File: config.mk
export PLATFORM = sky130hd
export DESIGN_NAME = mcsf_vbus_filt
export DESIGN_NICKNAME = d
export VERILOG_FILES = /design/src/rtl/mcsf_pkg.sv /design/src/rtl/mcsf_vbus_filt.sv
export SDC_FILE = /design/constraint.sdc
export NUM_CORES = 2
export LEC_CHECK = 0
export ABC_CLOCK_PERIOD_IN_PS = 11150
export BUFFER_PORTS_ARGS = -buffer_cell sky130_fd_sc_hd__buf_2
export CORE_AREA = 4 4 273 275
export DETAILED_ROUTE_END_ITERATION = 10
export DIE_AREA = 0 0 277 279
export PLACE_DENSITY = 0.62
export SYNTH_ARGS = -nofsm -noshare
export SYNTH_HDL_FRONTEND = slang
export SYNTH_SLANG_ARGS = --single-unit
File: constraint.sdc
create_clock -name clk -period 11.15 [get_ports clk]
set_clock_uncertainty 0.05 [all_clocks]
set_input_delay 1.115 -clock clk [delete_from_list [all_inputs] [get_ports clk]]
set_output_delay 1.115 -clock clk [all_outputs]
set_load 0.02 [all_outputs]
File: src/rtl/mcsf_pkg.sv
package mcsf_pkg;

    // Fixed field widths
    localparam int CUR_W      = 21;
    localparam int VOUT_W     = 20;
    localparam int GAIN_W     = 16;
    localparam int MASK_W     = 3;
    localparam int RAIL_W     = 12;
    localparam int CFG_IDX_W  = 3;
    localparam int CFG_DATA_W = 16;

    // Output limits
    localparam int CUR_MAX_I  = 1048575;
    localparam int CUR_MIN_I  = -1048576;
    localparam int VOUT_MAX_I = 1048575;

    // Midscale offset, 2048.0 in Q.4
    localparam int MIDSCALE_Q4 = 32768;

    // Sign mask bits
    localparam int SIGN_U   = 0;
    localparam int SIGN_V   = 1;
    localparam int SIGN_BUS = 2;

    // Register reset values
    localparam logic [GAIN_W-1:0] CURRENT_GAIN_RST = 16'd256;
    localparam logic [MASK_W-1:0] SIGN_MASK_RST    = 3'd0;
    localparam logic [GAIN_W-1:0] VBUS_GAIN_RST    = 16'd256;
    localparam logic [GAIN_W-1:0] LPF_ALPHA_RST    = 16'd3277;
    localparam logic [RAIL_W-1:0] RAIL_LOW_RST     = 12'd16;
    localparam logic [RAIL_W-1:0] RAIL_HIGH_RST    = 12'd4079;
    localparam logic [RAIL_W-1:0] OFFSET_MIN_RST   = 12'd1800;
    localparam logic [RAIL_W-1:0] OFFSET_MAX_RST   = 12'd2300;

    // Configuration register indexes
    typedef enum logic [CFG_IDX_W-1:0] {
        REG_CURRENT_GAIN = 3'd0,
        REG_SIGN_MASK    = 3'd1,
        REG_VBUS_GAIN    = 3'd2,
        REG_LPF_ALPHA    = 3'd3,
        REG_RAIL_LOW     = 3'd4,
        REG_RAIL_HIGH    = 3'd5,
        REG_OFFSET_MIN   = 3'd6,
        REG_OFFSET_MAX   = 3'd7
    } cfg_reg_t;

    // Step strobes from the sequencer to the lanes and the filter
    typedef struct packed {
        logic cmd;
        logic mul;
        logic rnd;
        logic filt;
        logic cal_done;
    } ctrl_t;

    // Control and flags into the merging stage
    typedef struct packed {
        logic load;
        logic cmd;
        logic cal_done;
        logic cal_err;
        logic sat;
    } merge_ctrl_t;

endpackage

File: src/rtl/mcsf_vbus_filt.sv
module mcsf_vbus_filt #(
    parameter int ADC_BITS = 12
) (
    input  logic                         clk,
    input  logic                         rst_n,
    input  mcsf_pkg::ctrl_t              ctrl,
    input  logic [ADC_BITS-1:0]          code,
    input  logic [mcsf_pkg::GAIN_W-1:0]  vbus_gain,
    input  logic [mcsf_pkg::GAIN_W-1:0]  lpf_alpha,
    output logic [mcsf_pkg::VOUT_W-1:0]  vbus_out
);
    import mcsf_pkg::*;

    localparam int FW    = ADC_BITS + 16;
    localparam int D_W   = FW + 1;
    localparam int DP_W  = D_W + GAIN_W + 1;
    localparam int ACC_W = DP_W + 1;
    localparam int VW    = (FW + 1 > VOUT_W + 1) ? FW + 1 : VOUT_W + 1;

    localparam logic signed [ACC_W-1:0] ACC_HALF = ACC_W'(32768);
    localparam logic signed [ACC_W-1:0] FMAX     = ACC_W'({FW{1'b1}});
    localparam logic [VW-1:0]           V_HALF   = VW'(128);
    localparam logic [VW-1:0]           V_MAX    = VW'(VOUT_MAX_I);

    logic [FW-1:0]           x_reg;
    logic signed [DP_W-1:0]  dp_reg;
    logic [FW-1:0]           state_reg;

    logic [FW-1:0]           x_next;
    logic signed [D_W-1:0]   d;
    logic signed [DP_W-1:0]  dp_next;
    logic signed [ACC_W-1:0] step;
    logic signed [ACC_W-1:0] sum;
    logic [FW-1:0]           state_next;
    logic [VW-1:0]           v_round;

    // Scale to millivolts, Q.8
    assign x_next = code * vbus_gain;

    // Weighted difference to the filter state
    assign d       = $signed({1'b0, x_reg}) - $signed({1'b0, state_reg});
    assign dp_next = d * $signed({1'b0, lpf_alpha});

    // Round the step and clamp the new state
    assign step = (ACC_W'(dp_reg) + ACC_HALF) >>> 16;
    assign sum  = ACC_W'($signed({1'b0, state_reg})) + step;

    always_comb
    begin
        if (sum < 0)
        begin
            state_next = '0;
        end
        else if (sum > FMAX)
        begin
            state_next = '1;
        end
        else
        begin
            state_next = sum[FW-1:0];
        end
    end

    // Filter state
    always_ff @(posedge clk or negedge rst_n)
    begin
        if (!rst_n)
        begin
            state_reg <= '0;
        end
        else if (ctrl.filt && !ctrl.cmd)
        begin
            state_reg <= state_next;
        end
    end

    // Product pipeline
    always_ff @(posedge clk)
    begin
        if (ctrl.mul)
        begin
            x_reg <= x_next;
        end
        if (ctrl.rnd)
        begin
            dp_reg <= dp_next;
        end
    end

    // Round to millivolts and clamp
    assign v_round  = (VW'(state_reg) + V_HALF) >> 8;
    assign vbus_out = (v_round > V_MAX) ? V_MAX[VOUT_W-1:0] : v_round[VOUT_W-1:0];

endmodule

==> metrics.txt <==
Worst Path Required=11.23 ns; dominant synthesized flop cell=edfxtp_1; synth warn=0; commonest non-fill, non-tap cell in the layout=inv_1; fmax=104 MHz; Clock Latency Late Sink=0.38 ns; initial antenna violation count=1; Nets=4058; reg2reg end=dp_reg[33]; area leader, netlist=fa_1; grt total ovfl=0; post-layout min period=between 9 and 10 ns; CTS Root Cell=clkbuf_16; CTS tree=yes; FF-to-FF Start=state_reg[1]; ANT nets after route=0; status=finished clean; final worst-path cycle share=0.866; hold violation count in the final report=0; Antenna diodes=0; setup violators final=0; post-CTS resize count=0; CTS buffer count=9; synthesized net count=about 4100; crit-path max cell delay=0.85 ns; headroom to the max-slew limit=0.199; clk slew on worst S/H paths=0.07 ns; core area=72300 um2; Max H-tree Level=3; largest net degree at the start of global routing=32; DIE AREA=77300 um2; GPL Wtd Cong=0.872; P&R area growth vs syn=5.42%; asr flop ratio synth=0.322; Reg2Reg Setup Slack=1.49 ns; DRT Pass-1 Iters=5; height of the die=279 um; most used cell, CP=fa_1; Endpoint, Worst Hold=state_reg[3]; Critical Path AT=about 10 ns; number of global-route vias before repair=~22000; Slew Limit Fails=0; PortBufs=69; Slowest-stage cell, CP=a21oi_1; Post-Syn Area=28600 um2; endpoint type of the worst setup path=flop; max-cap violations=0; wire length per cell=16.5 um; Via Count=20467; synth unique cells=72; Post-synth EDFFs=59; Crit Path Max Fanout=7; syn_area_per_cell=8.91 um2; # rows=99; post-CTS setup buffer count=0; Worst-Margin Slew=1.20 ns; max FFs per register=31; total negative slack=0 ns; worst hold path depth=2; IO Pins=71; cells after synthesis=about 3200; CTS Hold Bufs=0; Initial Utilization=0.395; WS Path Type=reg -> reg; HP Start=state_reg[3]; Max Root-Sink Buffers=2; register bit total from synthesis=87; Synth area leaders=fa_1 41%, ha_1 10%, inv_1 9.6%, edfxtp_1 6.2%, nand2_1 6.0%; Detailed Route WL=between 60 and 70 mm; unrepaired setup endpoints after global routing=false; CTS Sinks=slightly below 90; crit path launch=state_reg[1]; register area share after synthesis=0.0866; HP Class=reg -> reg; HPWL Detailed=55.7 mm; most frequent cells in the layout=727 x inv_1, 587 x fa_1, 458 x nand2_1; share of the synthesized area in the top cell type=0.411; Die X=277 um; All-Layer GR Usage=0.185; share of post-route cells with drive strength above 1=0.0492; R2R depth=30; wire length of the first global-routing pass=approximately 120 mm; vias per cell=4.93; DRC viols=0; DRT iter0 DRCs=992; crit start category=flop
==> metal layers <==
layer,vias up,routed length (um),GRT usage
met5,-,0,0
met4,0,1620,0.0487
met3,76,2620,0.0188
met2,434,33000,0.318
met1,10317,31100,0.253
li1,9640,-,-
==> cells in the mapped netlist (10+ instances only) <==
cell type and count:
nor3_1 19, clkbuf_1 115, and2_1 260, ha_1 233, edfxtp_1 59, nand3_1 40, o21a_1 16, nand2_2 18
fa_1 587, inv_1 727, xor2_1 25, o21bai_1 10, nand2_1 458, a21oi_1 83, a21o_1 38, nor2_1 76
and3_1 16, dfrtp_1 28, xnor2_1 115, a22oi_1 20, or3_1 11, o211ai_1 12, nand2b_1 22, o21ai_0 48
nor2b_1 40, nand4_1 20
==> metrics by stage <==
step / hold WS [ns] / cell area [um2] / worst slack [ns] / instances / util
after global routing: 0.514 / 30100 / 0.689 / 4151 / 0.416
after global placement: 0.480 / 29800 / 1.53 / 4135 / 0.412
after floorplan: 0.435 / 28600 / 2.93 / 3206 / -
after detailed placement: 0.486 / 29800 / 1.55 / 4135 / 0.412
final: 0.505 / 30100 / 1.49 / 4151 / 0.416
after CTS: 0.502 / 30100 / 1.52 / 4151 / 0.416
==> worst max-delay path, delay by kind of cell (launching register included) <==
| family | cells | cell delay [ns] |
|---|---|---|
| adders and majority gates | 8 | 3.60 |
| xor gates and xnor gates | 1 | 0.08 |
| buffers and inverters | 4 | 0.25 |
| DFF | 1 | 0.42 |
| AOI/OAI and AO/OA | 13 | 4.26 |
| and+or+nand+nor | 4 | 0.72 |
==> cell type report <==
| type | count | area, um2 |
|---|---|---|
| clock inverters | 7 | 62.6 |
| flip-flops and latches | 87 | 2470 |
| fillers | 7307 | 42200 |
| clock buffers | 9 | 225 |
| multi-input cells | 2266 | 22900 |
| well taps | 959 | 1200 |
| repair buffers | 95 | 541 |
| inverters | 728 | 2730 |
==> logic make-up (layout without fill, tap and decap cells) <==
kind of cell    after synthesis  after routing  share of synthesized area
compound gates              302            302                     0.0718
buf+inv                     853            839                      0.113
xor+xnor                    140            140                     0.0429
mux                           1              1                   0.000351
simple gates               1003           1003                      0.172
flops                        87             87                     0.0866
fa+ha+maj                   820            820                      0.514
==> worst max path at each step <==
stage,cells past startpoint,slack (ns),to
after global routing,31,0.69,dp_reg[33]
after CTS,31,1.52,dp_reg[33]
final,30,1.49,dp_reg[33]
after global placement,31,1.53,dp_reg[33]
after detailed placement,31,1.55,dp_reg[33]
after floorplan,33,2.93,dp_reg[33]
Power is not shown: default switching activity piles up to over one toggle a cycle in this logic, so the estimate is an artifact.
