[src/rtl/mcsf_pkg.sv]
package mcsf_pkg;

    // Fixed field widths
    localparam int CUR_W      = 21;
    localparam int VOUT_W     = 20;
    localparam int GAIN_W     = 16;
    localparam int MASK_W     = 3;
    localparam int RAIL_W     = 12;
    localparam int CFG_IDX_W  = 3;
    localparam int CFG_DATA_W = 16;

    // Output limits
    localparam int CUR_MAX_I  = 1048575;
    localparam int CUR_MIN_I  = -1048576;
    localparam int VOUT_MAX_I = 1048575;

    // Midscale offset, 2048.0 in Q.4
    localparam int MIDSCALE_Q4 = 32768;

    // Sign mask bits
    localparam int SIGN_U   = 0;
    localparam int SIGN_V   = 1;
    localparam int SIGN_BUS = 2;

    // Register reset values
    localparam logic [GAIN_W-1:0] CURRENT_GAIN_RST = 16'd256;
    localparam logic [MASK_W-1:0] SIGN_MASK_RST    = 3'd0;
    localparam logic [GAIN_W-1:0] VBUS_GAIN_RST    = 16'd256;
    localparam logic [GAIN_W-1:0] LPF_ALPHA_RST    = 16'd3277;
    localparam logic [RAIL_W-1:0] RAIL_LOW_RST     = 12'd16;
    localparam logic [RAIL_W-1:0] RAIL_HIGH_RST    = 12'd4079;
    localparam logic [RAIL_W-1:0] OFFSET_MIN_RST   = 12'd1800;
    localparam logic [RAIL_W-1:0] OFFSET_MAX_RST   = 12'd2300;

    // Configuration register indexes
    typedef enum logic [CFG_IDX_W-1:0] {
        REG_CURRENT_GAIN = 3'd0,
        REG_SIGN_MASK    = 3'd1,
        REG_VBUS_GAIN    = 3'd2,
        REG_LPF_ALPHA    = 3'd3,
        REG_RAIL_LOW     = 3'd4,
        REG_RAIL_HIGH    = 3'd5,
        REG_OFFSET_MIN   = 3'd6,
        REG_OFFSET_MAX   = 3'd7
    } cfg_reg_t;

    // Step strobes from the sequencer to the lanes and the filter
    typedef struct packed {
        logic cmd;
        logic mul;
        logic rnd;
        logic filt;
        logic cal_done;
    } ctrl_t;

    // Control and flags into the merging stage
    typedef struct packed {
        logic load;
        logic cmd;
        logic cal_done;
        logic cal_err;
        logic sat;
    } merge_ctrl_t;

endpackage

[src/rtl/mcsf_cur_lane.sv]
module mcsf_cur_lane #(
    parameter int ADC_BITS = 12,
    parameter int CAL_LOG2 = 8
) (
    input  logic                                clk,
    input  logic                                rst_n,
    input  mcsf_pkg::ctrl_t                     ctrl,
    input  logic [ADC_BITS-1:0]                 code,
    input  logic                                negate,
    input  logic [mcsf_pkg::GAIN_W-1:0]         gain,
    input  logic [mcsf_pkg::RAIL_W-1:0]         offset_min,
    input  logic [mcsf_pkg::RAIL_W-1:0]         offset_max,
    output logic signed [mcsf_pkg::CUR_W-1:0]   current,
    output logic                                win_err
);
    import mcsf_pkg::*;

    localparam int OFS_W  = ADC_BITS + 4;
    localparam int SUM_W  = ADC_BITS + CAL_LOG2;
    localparam int AVG_W  = SUM_W + 5;
    localparam int DIFF_W = ADC_BITS + 5;
    localparam int PROD_W = DIFF_W + GAIN_W + 1;
    localparam int RND_W  = PROD_W + 1;
    localparam int HALF   = (1 << CAL_LOG2) >> 1;
    localparam int CMP_W  = (OFS_W > RAIL_W + 4) ? OFS_W : RAIL_W + 4;

    localparam logic [OFS_W-1:0]         OFS_RST  = OFS_W'(MIDSCALE_Q4);
    localparam logic signed [RND_W-1:0]  RND_HALF = RND_W'(2048);
    localparam logic signed [RND_W-1:0]  RND_HI   = RND_W'(CUR_MAX_I);
    localparam logic signed [RND_W-1:0]  RND_LO   = RND_W'(CUR_MIN_I);
    localparam logic signed [CUR_W-1:0]  OUT_HI   = CUR_W'(CUR_MAX_I);
    localparam logic signed [CUR_W-1:0]  OUT_LO   = CUR_W'(CUR_MIN_I);

    logic [SUM_W-1:0]         sum_reg;
    logic [OFS_W-1:0]         offset_reg;
    logic                     err_reg;
    logic signed [PROD_W-1:0] prod_reg;
    logic signed [CUR_W-1:0]  cur_reg;

    logic [SUM_W-1:0]         sum_add;
    logic [AVG_W-1:0]         avg_sum;
    logic [AVG_W-1:0]         avg_full;
    logic [OFS_W-1:0]         avg;
    logic                     outside;
    logic signed [DIFF_W-1:0] diff;
    logic signed [DIFF_W-1:0] sdiff;
    logic signed [PROD_W-1:0] prod_next;
    logic signed [RND_W-1:0]  rnd;
    logic signed [CUR_W-1:0]  cur_next;

    // Accumulate calibration codes
    assign sum_add = sum_reg + SUM_W'(code);

    // Average with round half up, then check against the window
    assign avg_sum  = {1'b0, sum_reg, 4'b0} + AVG_W'(HALF);
    assign avg_full = avg_sum >> CAL_LOG2;
    assign avg      = avg_full[OFS_W-1:0];
    assign outside  = (CMP_W'(avg) < CMP_W'({offset_min, 4'b0}))
                   || (CMP_W'(avg) > CMP_W'({offset_max, 4'b0}));

    // Remove offset, apply sign and gain
    assign diff      = $signed({1'b0, code, 4'b0}) - $signed({1'b0, offset_reg});
    assign sdiff     = negate ? -diff : diff;
    assign prod_next = sdiff * $signed({1'b0, gain});

    // Round to milliamps and clamp
    assign rnd = (RND_W'(prod_reg) + RND_HALF) >>> 12;

    always_comb
    begin
        if (rnd > RND_HI)
        begin
            cur_next = OUT_HI;
        end
        else if (rnd < RND_LO)
        begin
            cur_next = OUT_LO;
        end
        else
        begin
            cur_next = rnd[CUR_W-1:0];
        end
    end

    // Calibration state: sums, offset and window flag
    always_ff @(posedge clk or negedge rst_n)
    begin
        if (!rst_n)
        begin
            sum_reg    <= '0;
            offset_reg <= OFS_RST;
            err_reg    <= 1'b0;
        end
        else
        begin
            if (ctrl.mul && ctrl.cmd)
            begin
                sum_reg <= sum_add;
            end
            if (ctrl.rnd && ctrl.cal_done)
            begin
                offset_reg <= avg;
                err_reg    <= outside;
                sum_reg    <= '0;
            end
        end
    end

    // Scaling datapath
    always_ff @(posedge clk)
    begin
        if (ctrl.mul)
        begin
            prod_reg <= prod_next;
        end
        if (ctrl.rnd)
        begin
            cur_reg <= cur_next;
        end
    end

    assign current = cur_reg;
    assign win_err = err_reg;

endmodule

[config.mk]
export PLATFORM = sky130hd
export DESIGN_NAME = mcsf_cur_lane
export DESIGN_NICKNAME = d
export VERILOG_FILES = /design/src/rtl/mcsf_pkg.sv /design/src/rtl/mcsf_cur_lane.sv
export SDC_FILE = /design/constraint.sdc
export NUM_CORES = 1
export LEC_CHECK = 0
export BUFFER_PORTS_ARGS = -buffer_cell sky130_fd_sc_hd__buf_2
export CORE_ASPECT_RATIO = 0.8
export CORE_MARGIN = 2
export CORE_UTILIZATION = 40
export CTS_BUF_LIST = sky130_fd_sc_hd__clkbuf_4 sky130_fd_sc_hd__clkbuf_8
export DETAILED_ROUTE_END_ITERATION = 8
export SYNTH_ARGS = -nofsm -noshare
export SYNTH_HDL_FRONTEND = slang
export SYNTH_SLANG_ARGS = --single-unit
[constraint.sdc]
create_clock -name clk -period 13 [get_ports clk]
set_clock_uncertainty 0.05 [all_clocks]
set_input_delay 1.95 -clock clk [delete_from_list [all_inputs] [get_ports clk]]
set_output_delay 1.95 -clock clk [all_outputs]
set_load 0.01 [all_outputs]
==> impl_metrics.yaml <==
synthesis:
  synth-simple-area-share_pct: 19.00
  async_flop_share_pct: 45.68
  synthMuxAreaShare_pct: 0.1772
  synth_top_family_by_area: "adder cells"
  avgSynthCellArea_um2: 8.749
  ys.flop_type: "edfxtp_1"
  synth_xor_xnor_area_share_pct: 5.426
  yosysWarnings: 0
  synth_top_area_share_pct: 32.25
  syn_nets: 2406
  syn_area_um2: 16950
  synthTopCellsByArea: "fa_1, ha_1, inv_1"
  synth_area_leader_cell: "fa_1"
  synth_fa_ha_area_share_pct: 42.29
  synth-compound-area-share_pct: 8.837
  seq_area_frac_synth_pct: 13.27
  ys_ff_latch: 81
  syn_inst: 1937
  synth_edf_count: 44
  netlist-cell-type-count: 79
global_routing:
  gr-usage-met3_pct: 2.220
  top_usage_layer: "met2"
  overflow: 0
  use_met1_pct: 28.16
  grt_max_degree: 38
  grt_util_all_layers_pct: 19.79
  grt_pass1_wl_um: 69580
  grt_pass1_vias: 13840
  use_met2_pct: 32.24
  antenna_found_initial: 0
timing:
  rsz0062_at_grt: "no"
  final_hold_viol_count: 0
  fin_setup_tns_ns: 0
  slew_violations: 0
  slew_headroom_pct: 16.52
  fin_ws_ns: 1.962
  period_share_pct: 84.91
  tightest_slew_ns: 1.252
  fmax_mhz: 90.59
  setup_viol: 0
  period_needed_ns: 11.04
routing:
  vias: 13050
  first_pass_iters: 5
  wl_um: 40130
  vias_per_cell: 5.186
  drt_iter0_drc: 785
  antenna_left: 0
  wire_per_inst_um: 15.95
  drc: 0
die:
  dieArea_um2: 44040
  row_count: 67
  die_y_um: 188.1
  core_um2: 41830
  io_pins: 82
  die_w_um: 234.1
  start_util_pct: 40.51
setup_path:
  worstRegToRegCells: 30
  path_common_cell: "fa_1"
  slowest_delay_ns: 0.82
  crit_required_ns: 13.09
  r2r-end: "prod_reg[31]$_DFFE_PP_"
  cp.arrival_ns: 11.13
  path_class: "in -> reg"
  cp_max_fo: 32
  crit_buf_inv: 5
  r2r_slack_ns: 2.56
  slowest_stage: "fa_1"
  startpoint_type: "input pin"
  crit_family: "adder cells"
  rr_startpoint: "offset_reg[0]$_DFFE_PN0P_"
  setup.worst_path.end_class: "flip-flop"
place:
  placement.io_buffers: 80
  place_hpwl_um: 32210
  dpl.cell_count: 2500
  pre_cts_slack_ns: 1.619
  routabilityCongestion: 0.8372
clock_network:
  cts_hold_buf: 0
  clock_latency_ns: 0.40
  cts.reportedPaths.clkPinSlew_ns: 0.09
  cts_resized: 0
  htree_levels: 3
  numClockSinks: 81
  clockBufferDepth: 2
  root_buffer: "clkbuf_8"
  cts_tree: "done"
  cts_inserted_buffers: 9
  cts_setup_buffers: 0
final_layout:
  layout.cells.non_filler: 2516
  multi_input_area_um2: 12920
  final_common_cell: "inv_1"
  area_growth_pct: 6.689
  fillers: 4148
  seq_area_um2: 2248
  layout.nets: 2428
  layout_common_cells: "inv_1, fa_1, nand2_1, ha_1, and2_1"
  diodes: 0
  largest_register_ffs: 23
  layout-drive-gt1-share_pct: 8.248
hold_path:
  hold_start: "win_err$_DFFE_PN0P_"
  whs_endpoint: "win_err$_DFFE_PN0P_"
  whs_path_depth: 2
  hold_path.class: "reg -> reg"
status:
  status: "complete, no violations"
job:
  maxCapViolCount: 0
==> stage by stage <==
step	hold slack (ns)	cell area (um2)	utilization, %
5_1_grt	0.4909	18080	43.22
3_5_place_dp	0.4424	17870	42.71
6_report	0.4705	18080	43.22
2_1_floorplan	0.3998	16950	-
3_3_place_gp	0.4420	17870	42.71
4_1_cts	0.4728	18080	43.22
==> cells by family (layout without fill, tap and decap cells) <==
group           after synthesis  after routing
simple gates                626            626
buf+inv                     481            508
fa+ha+maj                   409            409
compound gates              232            232
xor+xnor                    105            105
flops                        81             81
mux                           3              3
==> cells in the mapped netlist (4+ instances only) <==
library cell	instances
and3_1	17
nand2b_1	6
nor3_1	36
nand3_1	47
buf_6	4
edfxtp_1	44
nor2_1	73
o21a_1	7
and2_1	121
o22ai_1	17
a211oi_1	9
a21oi_1	54
or3_1	12
xor2_1	29
dfrtp_1	36
nand2_1	222
ha_1	136
and4_1	10
fa_1	273
buf_2	5
nand3b_1	5
a2111oi_0	4
nand4_1	22
o21ai_0	70
a21o_1	26
clkbuf_1	66
buf_4	4
inv_1	397
o2bb2ai_1	5
o31ai_1	4
xnor2_1	76
or2_2	4
and4_2	7
nor2b_1	12
a31oi_1	7
nand2_2	10
==> how the worst max path moves through the flow <==
| stage | startpoint | slack [ns] | endpoint | cells past startpoint |
|---|---|---|---|---|
| floorplan | code[0] | 2.48 | prod_reg[31]$_DFFE_PP_ | 31 |
| global placement | code[0] | 1.72 | prod_reg[31]$_DFFE_PP_ | 30 |
| detailed placement | code[0] | 1.62 | prod_reg[31]$_DFFE_PP_ | 30 |
| CTS | code[0] | 2.01 | prod_reg[31]$_DFFE_PP_ | 30 |
| global route | code[0] | 1.37 | prod_reg[31]$_DFFE_PP_ | 30 |
| finish | code[0] | 1.96 | prod_reg[31]$_DFFE_PP_ | 30 |
==> metal layers <==
| layer | vias to the layer above | share of wire, % |
|---|---|---|
| met3 | 45 | 4.4 |
| met4 | 0 | 1.7 |
| met1 | 6583 | 48 |
| li1 | 6150 | - |
| met5 | - | 0 |
| met2 | 271 | 46 |
==> worst reg2reg max path, delay by kind of cell, from the launching register on <==
kind | cells | cell delay [ns]
and+or+nand+nor | 7 | 1.82
DFF | 1 | 0.92
buffers and inverters | 5 | 0.79
adders and majority gates | 7 | 3.61
xor gates and xnor gates | 3 | 1.31
AOI/OAI and AO/OA | 8 | 1.70
==> final cells by class <==
| cell class | instances | share of cell area, % |
|---|---|---|
| clock buffers | 10 | 0.7266 |
| clock inverters | 6 | 0.4567 |
| inverters | 397 | 8.242 |
| multi-input cells | 1375 | 71.48 |
| flip-flops and latches | 81 | 12.44 |
| well taps | 552 | 3.820 |
| repair buffers | 95 | 2.837 |
Power is left out: the tool's default activity adds up to more than one toggle a clock period on the data nets, which glitch-free logic cannot reach.
