===== src/rtl/mcsf_pkg.sv =====
package mcsf_pkg;

    // Fixed field widths
    localparam int CUR_W      = 21;
    localparam int VOUT_W     = 20;
    localparam int GAIN_W     = 16;
    localparam int MASK_W     = 3;
    localparam int RAIL_W     = 12;
    localparam int CFG_IDX_W  = 3;
    localparam int CFG_DATA_W = 16;

    // Output limits
    localparam int CUR_MAX_I  = 1048575;
    localparam int CUR_MIN_I  = -1048576;
    localparam int VOUT_MAX_I = 1048575;

    // Midscale offset, 2048.0 in Q.4
    localparam int MIDSCALE_Q4 = 32768;

    // Sign mask bits
    localparam int SIGN_U   = 0;
    localparam int SIGN_V   = 1;
    localparam int SIGN_BUS = 2;

    // Register reset values
    localparam logic [GAIN_W-1:0] CURRENT_GAIN_RST = 16'd256;
    localparam logic [MASK_W-1:0] SIGN_MASK_RST    = 3'd0;
    localparam logic [GAIN_W-1:0] VBUS_GAIN_RST    = 16'd256;
    localparam logic [GAIN_W-1:0] LPF_ALPHA_RST    = 16'd3277;
    localparam logic [RAIL_W-1:0] RAIL_LOW_RST     = 12'd16;
    localparam logic [RAIL_W-1:0] RAIL_HIGH_RST    = 12'd4079;
    localparam logic [RAIL_W-1:0] OFFSET_MIN_RST   = 12'd1800;
    localparam logic [RAIL_W-1:0] OFFSET_MAX_RST   = 12'd2300;

    // Configuration register indexes
    typedef enum logic [CFG_IDX_W-1:0] {
        REG_CURRENT_GAIN = 3'd0,
        REG_SIGN_MASK    = 3'd1,
        REG_VBUS_GAIN    = 3'd2,
        REG_LPF_ALPHA    = 3'd3,
        REG_RAIL_LOW     = 3'd4,
        REG_RAIL_HIGH    = 3'd5,
        REG_OFFSET_MIN   = 3'd6,
        REG_OFFSET_MAX   = 3'd7
    } cfg_reg_t;

    // Step strobes from the sequencer to the lanes and the filter
    typedef struct packed {
        logic cmd;
        logic mul;
        logic rnd;
        logic filt;
        logic cal_done;
    } ctrl_t;

    // Control and flags into the merging stage
    typedef struct packed {
        logic load;
        logic cmd;
        logic cal_done;
        logic cal_err;
        logic sat;
    } merge_ctrl_t;

endpackage


===== src/rtl/mcsf_merge.sv =====
module mcsf_merge (
    input  logic                               clk,
    input  logic                               rst_n,
    input  mcsf_pkg::merge_ctrl_t              mctl,
    input  logic signed [mcsf_pkg::CUR_W-1:0]  cur_u,
    input  logic signed [mcsf_pkg::CUR_W-1:0]  cur_v,
    input  logic signed [mcsf_pkg::CUR_W-1:0]  cur_bus,
    input  logic [mcsf_pkg::VOUT_W-1:0]        vout,
    input  logic                               out_stall,
    output logic                               room,
    output logic                               out_valid,
    output logic signed [mcsf_pkg::CUR_W-1:0]  current_u,
    output logic signed [mcsf_pkg::CUR_W-1:0]  current_v,
    output logic signed [mcsf_pkg::CUR_W-1:0]  current_bus,
    output logic [mcsf_pkg::VOUT_W-1:0]        vbus_filtered,
    output logic                               current_saturated,
    output logic                               calibration_done,
    output logic                               calibration_error
);
    import mcsf_pkg::*;

    logic                    valid_reg;
    logic signed [CUR_W-1:0] cur_u_reg;
    logic signed [CUR_W-1:0] cur_v_reg;
    logic signed [CUR_W-1:0] cur_bus_reg;
    logic [VOUT_W-1:0]       vbus_reg;
    logic                    sat_reg;
    logic                    done_reg;
    logic                    err_reg;

    // Output register may load when empty or being taken
    assign room = !valid_reg || !out_stall;

    // Hold valid until taken
    always_ff @(posedge clk or negedge rst_n)
    begin
        if (!rst_n)
        begin
            valid_reg <= 1'b0;
        end
        else if (mctl.load)
        begin
            valid_reg <= 1'b1;
        end
        else if (!out_stall)
        begin
            valid_reg <= 1'b0;
        end
    end

    // Combine lane results; a calibrate item reports no currents
    always_ff @(posedge clk)
    begin
        if (mctl.load)
        begin
            cur_u_reg   <= mctl.cmd ? '0 : cur_u;
            cur_v_reg   <= mctl.cmd ? '0 : cur_v;
            cur_bus_reg <= mctl.cmd ? '0 : cur_bus;
            sat_reg     <= !mctl.cmd && mctl.sat;
            vbus_reg    <= vout;
            done_reg    <= mctl.cal_done;
            err_reg     <= mctl.cal_done && mctl.cal_err;
        end
    end

    assign out_valid         = valid_reg;
    assign current_u         = cur_u_reg;
    assign current_v         = cur_v_reg;
    assign current_bus       = cur_bus_reg;
    assign vbus_filtered     = vbus_reg;
    assign current_saturated = sat_reg;
    assign calibration_done  = done_reg;
    assign calibration_error = err_reg;

    a_load_room: assert property (@(posedge clk) disable iff (!rst_n)
        mctl.load |-> (!valid_reg || !out_stall))
        else $error("result loaded over an untaken one");

    a_err_done: assert property (@(posedge clk) disable iff (!rst_n)
        valid_reg && err_reg |-> done_reg)
        else $error("window error without completed calibration");

    a_cal_quiet: assert property (@(posedge clk) disable iff (!rst_n)
        valid_reg && done_reg |-> cur_u_reg == '0 && cur_v_reg == '0
                                  && cur_bus_reg == '0 && !sat_reg)
        else $error("calibration item carries currents");

endmodule


===== config.mk =====
export PLATFORM = sky130hd
export DESIGN_NAME = mcsf_merge
export DESIGN_NICKNAME = d
export VERILOG_FILES = /design/src/rtl/mcsf_pkg.sv /design/src/rtl/mcsf_merge.sv
export SDC_FILE = /design/constraint.sdc
export NUM_CORES = 1
export LEC_CHECK = 0
export BUFFER_PORTS_ARGS = -buffer_cell sky130_fd_sc_hd__buf_2
export CAP_MARGIN = 20
export CORE_ASPECT_RATIO = 0.75
export CORE_MARGIN = 2
export CORE_UTILIZATION = 46
export CTS_BUF_LIST = sky130_fd_sc_hd__clkbuf_4 sky130_fd_sc_hd__clkbuf_8
export CTS_CLUSTER_SIZE = 10
export DETAILED_ROUTE_END_ITERATION = 8
export PLACE_DENSITY = 0.87
export SYNTH_ARGS = -nofsm -noshare
export SYNTH_HDL_FRONTEND = slang
export SYNTH_SLANG_ARGS = --single-unit

===== constraint.sdc =====
create_clock -name clk -period 0.9 [get_ports clk]
set_input_delay 0.135 -clock clk [delete_from_list [all_inputs] [get_ports clk]]
set_output_delay 0.135 -clock clk [all_outputs]
set_load 0.005 [all_outputs]

==> results of run 1 <==
## where the power goes
| part | internal (mW) | total, mW | switching, mW |
|---|---|---|---|
| registers | 4.80 | 4.88 | 0.0846 |
| logic | 0.556 | 0.980 | 0.424 |
| clock network | 1.46 | 2.86 | 1.40 |
| total | 6.81 | 8.72 | 1.91 |
## cells in the final DEF (no fill, tap or decap), types with 2 or more instances in the layout
cell type,Yosys,routed
sky130_fd_sc_hd__buf_4,0,5
sky130_fd_sc_hd__nor2b_1,4,4
sky130_fd_sc_hd__inv_6,0,2
sky130_fd_sc_hd__buf_2,0,176
sky130_fd_sc_hd__nor2b_2,60,60
sky130_fd_sc_hd__edfxtp_1,86,86
sky130_fd_sc_hd__buf_12,0,4
sky130_fd_sc_hd__clkbuf_8,0,11
sky130_fd_sc_hd__dlygate4sd3_1,0,23
## cell families after synthesis
logic type             after synthesis
AOI/OAI and AO/OA                    1
buffers and inverters                7
DFF                                 87
and+or+nand+nor                     66
## timing repair
item / in CTS / in global routing
hold buffers: 23 / 0
gates resized for setup: 0 / 0
setup endpoints to repair: 88 / 88
endpoints found under the hold margin: 23 / 0
## final timing paths
| kind | from | end | slack [ns] | depth (start not counted) |
|---|---|---|---|---|
| min in group asynchronous | rst_n | out_valid$_DFFE_PN0P_ | 0.08 | 2 |
| worst max register to register | out_valid$_DFFE_PN0P_ | out_valid$_DFFE_PN0P_ | 0.25 | 1 |
| max in group asynchronous | rst_n | out_valid$_DFFE_PN0P_ | 0.73 | 2 |
| worst max-delay path | out_valid$_DFFE_PN0P_ | room | -0.15 | 2 |
| worst min-delay path | mctl[1] | calibration_error$_DFFE_PP_ | 0.06 | 2 |
| worst min register to register | out_valid$_DFFE_PN0P_ | out_valid$_DFFE_PN0P_ | 0.51 | 1 |
## critical path: cells and delay by family, from the launching register on
| family | cells | cell delay, ns |
|---|---|---|
| flip-flops | 1 | 0.40 |
| buffers and inverters | 1 | 0.10 |
| AND/OR/NAND/NOR | 1 | 0.06 |
## layout make-up
type	count	area, um^2	area share
Clock buffer	11	151	0.0320
Clock inverter	5	63.8	0.0135
Multi-Input combinational cell	67	568	0.120
Sequential cell	87	2610	0.552
Tap cell	84	105	0.0222
Timing Repair Buffer	208	1230	0.260
## registers in the layout, indices dropped and copies added (netlist names)
signal	cells
calibration_done	1
calibration_error	1
current_bus	21
current_saturated	1
current_u	21
current_v	21
out_valid	1
vbus_filtered	20
## metrics by stage
| step | power [mW] | setup TNS [ns] | setup slack (ns) | instances |
|---|---|---|---|---|
| after floorplan | 5.25 | 0 | 0.188 | 161 |
| after global placement | 5.83 | 0 | 0.0739 | 423 |
| after detailed placement | 5.88 | 0 | 0.0408 | 423 |
| after CTS | 8.79 | -10.29 | -0.163 | 462 |
| after global routing | 9.08 | -12.79 | -0.200 | 462 |
| final | 8.72 | -8.63 | -0.146 | 462 |
## routing by layer
metal | part of all wire | wire (um) | vias up
met1 | 0.37 | 2710 | 982
met2 | 0.50 | 3730 | 125
met5 | 0 | 0 | -
met3 | 0.11 | 811 | 16
met4 | 0.023 | 170 | 0
li1 | - | - | 992
==> Flow_metrics.wiki, run 1 <==
{| class="wikitable"
! Metric !! Value
|-
| Status || complete, but fails checks
|-
| Violated checks || negative setup slack
|-
| Delay of the slowest critical-path stage || 0.40 ns
|-
| Overflow after GRT || 0
|-
| Element type at the critical path start || flop
|-
| Largest fanout on the critical path || 3
|-
| Post-route minimum period || 1.05 ns
|-
| Signal arrival time at the worst endpoint || 0.91 ns
|-
| Top post-synthesis cells by area || sky130_fd_sc_hd__edfxtp_1 (79%), sky130_fd_sc_hd__nor2b_2 (16%), sky130_fd_sc_hd__buf_6 (1.7%), sky130_fd_sc_hd__buf_8 (0.92%), sky130_fd_sc_hd__dfrtp_1 (0.77%)
|-
| Leading cell type by number of instances after synthesis || sky130_fd_sc_hd__edfxtp_1
|-
| IO Pins || 179
|-
| Post-Syn Area || 3260 um^2
|-
| Global placement routability congestion || 0.738
|-
| Synthesized area divided by synthesized cell count || 20.3 um^2
|-
| Number of hold-slack violations in the final timing report || 0
|-
| Core Footprint || 6830 um^2
|-
| Placed standard-cell area || 4280 um^2
|-
| Max Freq || 0.956 GHz
|-
| Count of synthesis-stage warnings from yosys || 0
|-
| Leakage || 2.01 nW
|-
| Met2 global-route usage || 0.322
|-
| Area share of xor/xnor cells in the synthesized design || 0
|-
| Final design instance area without fill || 4720 um^2
|-
| Input/output buffers || 178
|-
| Ys flop type || sky130_fd_sc_hd__edfxtp_1
|-
| Cell taking the most area after synthesis || sky130_fd_sc_hd__edfxtp_1
|-
| Wire length of the first global-routing pass || 10.9 mm
|-
| Number of vias in the routed layout || 2115
|-
| Worst ir drop on vdd || 1.43 mV
|-
| Slew of the pin with the lowest slew margin || 0.237 ns
|-
| X dimension of the die || 101 um
|-
| Inserted Clock Buffers || 9
|-
| Synth cell types || 9
|-
| Source-to-sink clock delay at the later pin of the worst-skew pair || 0.36 ns
|-
| Most instantiated cells after synthesis || sky130_fd_sc_hd__edfxtp_1 (86), sky130_fd_sc_hd__nor2b_2 (60), sky130_fd_sc_hd__buf_6 (5)
|-
| Final ANT Viol Nets || 0
|-
| Share of flip-flops with an asynchronous set or reset || 0.0115
|-
| Post-layout utilization of the core || 0.692
|-
| Antenna violations before repair || 0
|-
| Classification of the worst-slack hold path || primary input to flop
|-
| Setup Crit Path Kind || flop to output port
|-
| Data required time of the worst path || 0.76 ns
|-
| Busiest grt layer || met2
|-
| Crit. End Element || output port
|-
| Unrepaired setup endpoints after global routing || true
|-
| Post-synthesis sequential area ratio || 0.799
|-
| Setup slack after layout || -0.146 ns
|-
| Residual DRC || 0
|-
| CTS HTree Levels || 3
|-
| Overall die height || 76.9 um
|-
| Antenna diode instance count || 0
|-
| Overall global routing resource usage || 0.193
|-
| Complex-gate fraction of the synthesized area || 0.00230
|-
| TritonRoute pass-1 iters || 4
|-
| Relative slew slack || 0.842
|-
| Worst-path cell chain || nand2_1 -> buf_2
|-
| Layout overhead on the synthesized area || 44.8%
|-
| Clock net sink count || 87
|-
| Synth Area in Adders || 0
|-
| TritonCTS clock tree || yes
|-
| Cell Rows || 26
|-
| Filler Cell Count || 459
|-
| CTS clock-pin slew for the worst setup and hold paths || 0.09 ns
|-
| Global-route track usage on met1 || 0.206
|-
| Main combinational cell family by area after synthesis || simple AND/OR/NAND/NOR gates
|-
| Buffer cell driving the clock tree root || sky130_fd_sc_hd__clkbuf_8
|-
| Post-synthesis mux area share || 0
|-
| Number of failing setup endpoints in the final timing report || 88
|-
| Number of instances in the synthesized netlist || 161
|-
| Count of final max-slew check failures || 0
|-
| Max stage delay cell, worst path || sky130_fd_sc_hd__dfrtp_1
|-
| GRT met3 Usage || 0.0921
|-
| Final period util || 1.16
|-
| Area share of the leading cell type in the synthesized netlist || 0.792
|-
| Detailed Route WL || 7.43 mm
|-
| Starting density of the core || 0.477
|-
| Simple logic cell fraction of the synthesized area || 0.172
|-
| 1st-iter DRT viols || 55
|-
| Buffers inserted by post-CTS timing repair || 0
|-
| Share of layout cells above drive strength 1 || 0.690
|-
| Detail Placement HPWL || 5.00 mm
|-
| Number of nets at the end of the flow || 464
|-
| Clock skew || 0 ns
|-
| Power density over the cells || 1850 nW/um^2
|-
| Die area || 7790 um^2
|-
| Vias per cell || 4.58
|-
| Synthesized net count || 252
|-
| Maximum count of clock buffers along a single path || 2
|-
| Number of enable flip-flop cells after synthesis || 86
|-
| Drt wl/cell || 16.1 um
|-
| Reported max-cap violation count || 0
|-
| WHS || 0.0556 ns
|-
| Largest net degree at the start of global routing || 37
|-
| Register bit total from synthesis || 87
|-
| Vias in the first global route || 2185
|}
(Power assumes the default switching activity.)
==> inputs of run 2 (changes only) <==
- CELL_PAD_IN_SITES_DETAIL_PLACEMENT: default -> 0
- CELL_PAD_IN_SITES_GLOBAL_PLACEMENT: default -> 1
- CORE_UTILIZATION: 46 -> 36
- PLACE_DENSITY: 0.87 -> 0.8
==> run 2 against run 1 <==
  * The run still ends with negative setup slack left
  * Critical endpoint unchanged
  * Maximum frequency decreased by 3.8%
  * Clock power is 12% lower
  * Die area rose by 26%
  * Setup slack lost 0.042 ns
  * Total power fell by 4.1%
  * Routed wire length shrank 2.6%
  * Register-to-register slack got worse by 0.12 ns
  * Non-clock buffer count increased by 1
  * Combinational power grew 0.6%
==> Flow_metrics.wiki, run 2 (same netlist as run 1, synthesis figures left out) <==
{| class="wikitable"
! Metric !! Value
|-
| Status || complete, but fails checks (unchanged)
|-
| Violated checks || negative setup slack (unchanged)
|-
| CTS clock-pin slew for the worst setup and hold paths || 0.09 ns (about the same)
|-
| Classification of the worst-slack hold path || primary input to flop (unchanged)
|-
| Cell Rows || 30 (was 26)
|-
| Clock share of power || 0.300 (was 0.328)
|-
| IO Pins || 179 (unchanged)
|-
| Data required time of the worst path || 0.76 ns (about the same)
|-
| Placed standard-cell area || 4330 um^2 (was 4280 um^2)
|-
| Max Freq || 0.919 GHz (was 0.956 GHz)
|-
| Number of placed cells counting well taps || 451 (was 423)
|-
| Resized cells post-CTS || 0 (unchanged)
|-
| Number of failing setup endpoints in the final timing report || 88 (unchanged)
|-
| WP depth || 2 (unchanged)
|-
| Input/output buffers || 178 (unchanged)
|-
| NetSw || 1.92 mW (was 1.91 mW)
|-
| Most frequent cells in the layout || sky130_fd_sc_hd__buf_2 (176), sky130_fd_sc_hd__edfxtp_1 (86), sky130_fd_sc_hd__nor2b_2 (60), sky130_fd_sc_hd__dlygate4sd3_1 (23), sky130_fd_sc_hd__clkbuf_8 (9) (was sky130_fd_sc_hd__buf_2 (176), sky130_fd_sc_hd__edfxtp_1 (86), sky130_fd_sc_hd__nor2b_2 (60), sky130_fd_sc_hd__dlygate4sd3_1 (23), sky130_fd_sc_hd__clkbuf_8 (11))
|-
| Relative contribution of sequential cells to total power || 0.583 (was 0.560)
|-
| Total area of sequential cells || 2610 um^2 (unchanged)
|-
| Number of vias in the routed layout || 2122 (was 2115)
|-
| Worst Path Buf+Inv || 1 (unchanged)
|-
| Largest fanout on the critical path || 3 (unchanged)
|-
| Internal power contribution || 6.44 mW (was 6.81 mW)
|-
| Hold Path Cell Cnt || 2 (unchanged)
|-
| Post-route minimum period || 1.09 ns (was 1.05 ns)
|-
| Antenna diode instance count || 0 (unchanged)
|-
| Largest delay contributor family on the critical path || flip-flops (unchanged)
|-
| Overall die height || 86.4 um (was 76.9 um)
|-
| Post-layout utilization of the core || 0.531 (was 0.692)
|-
| Maximum count of clock buffers along a single path || 2 (unchanged)
|-
| Relative slew slack || 0.873 (was 0.842)
|-
| Vias in the first global route || 2111 (was 2185)
|-
| Drt wl/cell || 14.7 um (was 16.1 um)
|-
| Setup slack after layout || -0.188 ns (was -0.146 ns)
|-
| Layout overhead on the synthesized area || 45.5% (was 44.8%)
|-
| Cell count of the worst reg-to-reg path || 2 (was 1)
|-
| Clock net sink count || 87 (unchanged)
|-
| Number of nets at the end of the flow || 465 (was 464)
|-
| Unrepaired setup endpoints after global routing || true (unchanged)
|-
| Total area of multi-input combinational cells || 568 um^2 (unchanged)
|-
| Worst ir drop on vdd || 1.38 mV (was 1.43 mV)
|-
| Residual DRC || 0 (unchanged)
|-
| X dimension of the die || 114 um (was 101 um)
|-
| Reported max-cap violation count || 0 (unchanged)
|-
| Share of layout cells above drive strength 1 || 0.691 (was 0.690)
|-
| Source-to-sink clock delay at the later pin of the worst-skew pair || 0.36 ns (about the same)
|-
| Wire length of the first global-routing pass || 10.6 mm (was 10.9 mm)
|-
| Delay of the slowest critical-path stage || 0.40 ns (about the same)
|-
| Crit. End Element || output port (unchanged)
|-
| Most frequent standard cell in the layout excluding fill and tap cells || sky130_fd_sc_hd__buf_2 (unchanged)
|-
| 1st-iter DRT viols || 105 (was 55)
|-
| Overall global routing resource usage || 0.148 (was 0.193)
|-
| Die area || 9850 um^2 (was 7790 um^2)
|-
| Setup Crit Path Kind || flop to output port (unchanged)
|-
| Signal arrival time at the worst endpoint || 0.95 ns (was 0.91 ns)
|-
| Filler Cell Count || 770 (was 459)
|-
| TritonRoute pass-1 iters || 4 (unchanged)
|-
| Antenna violations before repair || 0 (unchanged)
|-
| Overall power consumption || 8.37 mW (was 8.72 mW)
|-
| Core Footprint || 8930 um^2 (was 6830 um^2)
|-
| Comb power frac || 0.118 (was 0.112)
|-
| Final period util || 1.21 (was 1.16)
|-
| Net switching fraction of the power || 0.230 (was 0.219)
|-
| TritonCTS clock tree || yes (unchanged)
|-
| Final design instance area without fill || 4750 um^2 (was 4720 um^2)
|-
| Element type at the critical path start || flop (unchanged)
|-
| Detail Placement HPWL || 5.23 mm (was 5.00 mm)
|-
| Buffer cell driving the clock tree root || sky130_fd_sc_hd__clkbuf_8 (unchanged)
|-
| Number of hold-slack violations in the final timing report || 0 (unchanged)
|-
| Vias per cell || 4.32 (was 4.58)
|-
| Largest net degree at the start of global routing || 29 (was 37)
|-
| Overflow after GRT || 0 (unchanged)
|-
| Slew of the pin with the lowest slew margin || 0.190 ns (was 0.237 ns)
|-
| Inserted Clock Buffers || 9 (unchanged)
|-
| CTS HTree Levels || 3 (unchanged)
|-
| Count of final max-slew check failures || 0 (unchanged)
|-
| Detailed Route WL || 7.23 mm (was 7.43 mm)
|-
| Worst-path cell chain || nand2_1 -> buf_2 (unchanged)
|-
| Power density over the cells || 1760 nW/um^2 (was 1850 nW/um^2)
|-
| Clock skew || 0 ns (unchanged)
|-
| Starting density of the core || 0.365 (was 0.477)
|-
| Final ANT Viol Nets || 0 (unchanged)
|-
| Count of non-filler cells in the finished layout || 491 (was 462)
|-
| Leakage || 2.01 nW (about the same)
|-
| Global placement routability congestion || 0.741 (was 0.738)
|-
| Max stage delay cell, worst path || sky130_fd_sc_hd__dfrtp_1 (unchanged)
|}
[run 2: changes by cell type in the layout (fill, tap and decap cells not counted), sizes merged]
cell / change
bufinv: -1
clkbuf: -1
inv: +2
buf: +1
[run 2: what timing repair did]
item | CTS | global route
hold buffers | 23 | 0
hold endpoints to repair | 23 | 0
cloned | 0 | 0
buffers inserted | 0 | 1
endpoints found under the setup margin | 88 | 88
[run 2: final cells by class]
cell class                 count  share of cell area
clock buffer                  10              0.0277
clock inverter                 6              0.0108
multi-input combinational     67               0.120
sequential                    87               0.549
tap                          112              0.0295
timing repair buffer         209               0.263
[run 2: path summary, 6_finish.rpt]
check,from,to,slack [ns]
setup / recovery,out_valid$_DFFE_PN0P_,room,-0.19
hold / removal,cur_u[20],current_u[20]$_SDFFCE_PP0P_,0.05
setup reg to reg,out_valid$_DFFE_PN0P_,out_valid$_DFFE_PN0P_,0.13
hold reg to reg,out_valid$_DFFE_PN0P_,out_valid$_DFFE_PN0P_,0.60
max in group asynchronous,rst_n,out_valid$_DFFE_PN0P_,0.74
min in group asynchronous,rst_n,out_valid$_DFFE_PN0P_,0.07
[run 2: power groups by stage]
stage | combinational, mW | clock (mW) | sequential, mW
finish | 0.986 | 2.51 | 4.87
detailed placement | 0.910 | 0 | 4.97
global route | 1.09 | 2.76 | 4.90
CTS | 0.995 | 2.61 | 4.88
global placement | 0.893 | 0 | 4.96
floorplan | 0.229 | 0 | 5.02
[run 2: worst register-to-register path, delay by kind of cell (launching register included)]
kind / cells / cell delay (ns)
AOI/OAI and AO/OA: 1 / 0.14
buffers and inverters: 1 / 0.13
DFF: 1 / 0.40
[run 2: layer usage]
layer / track usage / part of all wire / vias up
li1: - / - / 998
met1: 0.159 / 0.38 / 994
met2: 0.246 / 0.49 / 117
met3: 0.0818 / 0.11 / 13
met4: 0.0621 / 0.020 / 0
met5: 0 / 0 / -
[run 2: per-stage QoR]
stage          hold slack, ns  setup TNS, ns  worst slack [ns]
2_1_floorplan          -0.161              0             0.188
3_3_place_gp          -0.0898              0            0.0777
3_5_place_dp          -0.0878              0            0.0612
4_1_cts                0.0256         -10.98            -0.176
5_1_grt                0.0353         -12.95            -0.253
6_report               0.0532          -8.37            -0.188
==> inputs of run 3 (changes only) <==
- CORE_UTILIZATION: 36 -> 33
- HOLD_SLACK_MARGIN: default -> 0.08
- PLACE_DENSITY: 0.8 -> 0.78
- clock period: 0.9 -> 1 ns (I/O delays scaled with it)
==> run 3 against run 2 <==
  * The flow still finishes with violations (negative setup slack)
  * Design area is 14% higher
  * Final cell count is 16% higher
  * Routed wire length is 9.3% higher
  * Critical path type unchanged
==> Flow_metrics.wiki, run 3 (same netlist as run 1, synthesis figures left out) <==
{| class="wikitable"
! Metric !! Value
|-
| NetSw || 1.73 mW (was 1.92 mW)
|-
| Number of failing setup endpoints in the final timing report || 56 (was 88)
|-
| Slew of the pin with the lowest slew margin || 0.203 ns (was 0.190 ns)
|-
| Final ANT Viol Nets || 0 (unchanged)
|-
| Unrepaired setup endpoints after global routing || true (unchanged)
|-
| Power density over the cells || 1460 nW/um^2 (was 1760 nW/um^2)
|-
| Residual DRC || 0 (unchanged)
|-
| Vias per cell || 4.02 (was 4.32)
|-
| Source-to-sink clock delay at the later pin of the worst-skew pair || 0.35 ns (was 0.36 ns)
|-
| Wire length of the first global-routing pass || 12.5 mm (was 10.6 mm)
|-
| Number of vias in the routed layout || 2294 (was 2122)
|-
| TritonCTS clock tree || yes (unchanged)
|-
| Setup Crit Path Kind || flop to output port (unchanged)
|-
| Antenna diode instance count || 0 (unchanged)
|-
| Share of layout cells above drive strength 1 || 0.600 (was 0.691)
|-
| TritonRoute pass-1 iters || 4 (unchanged)
|-
| Setup slack after layout || -0.0808 ns (was -0.188 ns)
|-
| Worst-path cell chain || nand2_1 -> buf_2 (unchanged)
|-
| Overall power consumption || 7.91 mW (was 8.37 mW)
|-
| Final period util || 1.08
|-
| Max stage delay cell, worst path || sky130_fd_sc_hd__dfrtp_1 (unchanged)
|-
| Inserted Clock Buffers || 9 (unchanged)
|-
| Status || complete, but fails checks (unchanged)
|-
| Violated checks || negative setup slack (unchanged)
|-
| Reported max-cap violation count || 0 (unchanged)
|-
| Core Footprint || 9620 um^2 (was 8930 um^2)
|-
| Detailed Route WL || 7.90 mm (was 7.23 mm)
|-
| Layout overhead on the synthesized area || 65.7% (was 45.5%)
|-
| Crit. End Element || output port (unchanged)
|-
| Overflow after GRT || 0 (unchanged)
|-
| Die area || 10700 um^2 (was 9850 um^2)
|-
| Largest fanout on the critical path || 3 (unchanged)
|-
| Maximum count of clock buffers along a single path || 2 (unchanged)
|-
| Internal power contribution || 6.18 mW (was 6.44 mW)
|-
| Count of final max-slew check failures || 0 (unchanged)
|-
| Drt wl/cell || 13.9 um (was 14.7 um)
|-
| Leakage || 2.26 nW (was 2.01 nW)
|-
| Global placement routability congestion || 0.673 (was 0.741)
|-
| Cell Rows || 31 (was 30)
|-
| X dimension of the die || 119 um (was 114 um)
|-
| Worst ir drop on vdd || 0.948 mV (was 1.38 mV)
|-
| Vias in the first global route || 2493 (was 2111)
|-
| Starting density of the core || 0.339 (was 0.365)
|-
| Antenna violations before repair || 0 (unchanged)
|-
| Data required time of the worst path || 0.85 ns (was 0.76 ns)
|-
| Largest delay contributor family on the critical path || flip-flops (unchanged)
|-
| Input/output buffers || 178 (unchanged)
|-
| CTS clock-pin slew for the worst setup and hold paths || 0.08 ns (was 0.09 ns)
|-
| 1st-iter DRT viols || 73 (was 105)
|-
| Quantity of hold-fixing buffers added after cts || 81 (was 23)
|-
| Most frequent cells in the layout || sky130_fd_sc_hd__buf_2 (176), sky130_fd_sc_hd__edfxtp_1 (86), sky130_fd_sc_hd__dlygate4sd3_1 (81), sky130_fd_sc_hd__nor2b_2 (60), sky130_fd_sc_hd__clkbuf_8 (9) (was sky130_fd_sc_hd__buf_2 (176), sky130_fd_sc_hd__edfxtp_1 (86), sky130_fd_sc_hd__nor2b_2 (60), sky130_fd_sc_hd__dlygate4sd3_1 (23), sky130_fd_sc_hd__clkbuf_8 (9))
|-
| Buffer cell driving the clock tree root || sky130_fd_sc_hd__clkbuf_8 (unchanged)
|-
| Element type at the critical path start || flop (unchanged)
|-
| CTS HTree Levels || 3 (unchanged)
|-
| Overall global routing resource usage || 0.153 (was 0.148)
|-
| IO Pins || 179 (unchanged)
|-
| Net switching fraction of the power || 0.218 (was 0.230)
|-
| Clock net sink count || 87 (unchanged)
|-
| Relative contribution of sequential cells to total power || 0.555 (was 0.583)
|-
| Max Freq || 0.925 GHz
|-
| Worst setup slack after placement || 0.111 ns (was 0.0612 ns)
|-
| Number of nets at the end of the flow || 524 (was 465)
|-
| Buffers inserted by post-CTS timing repair || 0 (unchanged)
|-
| Delay of the slowest critical-path stage || 0.40 ns (about the same)
|-
| Classification of the worst-slack hold path || primary input to flop (unchanged)
|-
| Clock skew || 0 ns (unchanged)
|-
| Resized cells post-CTS || 0 (unchanged)
|-
| Relative slew slack || 0.865 (was 0.873)
|-
| Worst Path Buf+Inv || 1 (unchanged)
|-
| Overall die height || 90.1 um (was 86.4 um)
|-
| Clock share of power || 0.308 (was 0.300)
|-
| Comb power frac || 0.137 (was 0.118)
|-
| Largest net degree at the start of global routing || 30 (was 29)
|-
| Post-route minimum period || 1.08 ns
|-
| Number of hold-slack violations in the final timing report || 0 (unchanged)
|-
| Most frequent standard cell in the layout excluding fill and tap cells || sky130_fd_sc_hd__buf_2 (unchanged)
|-
| Signal arrival time at the worst endpoint || 0.93 ns (was 0.95 ns)
|}
-- run 3: timing repair --
item / 4_1_cts / 5_1_grt
endpoints found under the setup margin: 88 / 88
cloned: 0 / 0
hold endpoints to repair: 81 / 1
-- run 3: routing by layer --
layer	track usage	wire length [um]	up-vias
li1	-	-	1110
met1	0.164	3000	1053
met2	0.265	4010	119
met3	0.0679	763	12
met4	0.0615	129	0
met5	0	0	-
-- run 3: stage by stage --
stage                     setup TNS [ns]  area, um^2  hold slack (ns)  std cells   util
after CTS                          -3.17        5400          -0.0100        570  0.562
after global placement                 0        4390          -0.0750        473  0.457
after global routing               -5.49        5400           0.0107        570  0.562
final                             -0.880        5400           0.0212        570  0.562
after detailed placement               0        4390          -0.0735        473  0.457
after floorplan                        0        3260           -0.146        161      -
-- run 3: final cells by class --
type / count / area [um^2]
repair buffers: 268 / 1860
clock buffers: 10 / 131
well taps: 132 / 165
flip-flops and latches: 87 / 2610
fillers: 804 / 4220
clock inverters: 6 / 70.1
multi-input cells: 67 / 568
-- run 3: power by group through the flow --
stage | Sequential [mW] | Combinational, mW | Clock, mW
finish | 4.39 | 1.08 | 2.44
global route | 4.42 | 1.18 | 2.65
CTS | 4.39 | 1.09 | 2.53
detailed placement | 4.47 | 0.837 | 0
global placement | 4.46 | 0.825 | 0
floorplan | 4.52 | 0.206 | 0
-- run 3: worst paths after layout --
kind / start / end / slack, ns / cells past startpoint
worst max-delay path: out_valid$_DFFE_PN0P_ / room / -0.08 / 2
worst min-delay path: out_stall / out_valid$_DFFE_PN0P_ / 0.02 / 2
worst max register to register: out_valid$_DFFE_PN0P_ / out_valid$_DFFE_PN0P_ / 0.33 / 1
worst min register to register: out_valid$_DFFE_PN0P_ / out_valid$_DFFE_PN0P_ / 0.53 / 1
max in group asynchronous: rst_n / out_valid$_DFFE_PN0P_ / 0.28 / 3
min in group asynchronous: rst_n / out_valid$_DFFE_PN0P_ / 0.62 / 3
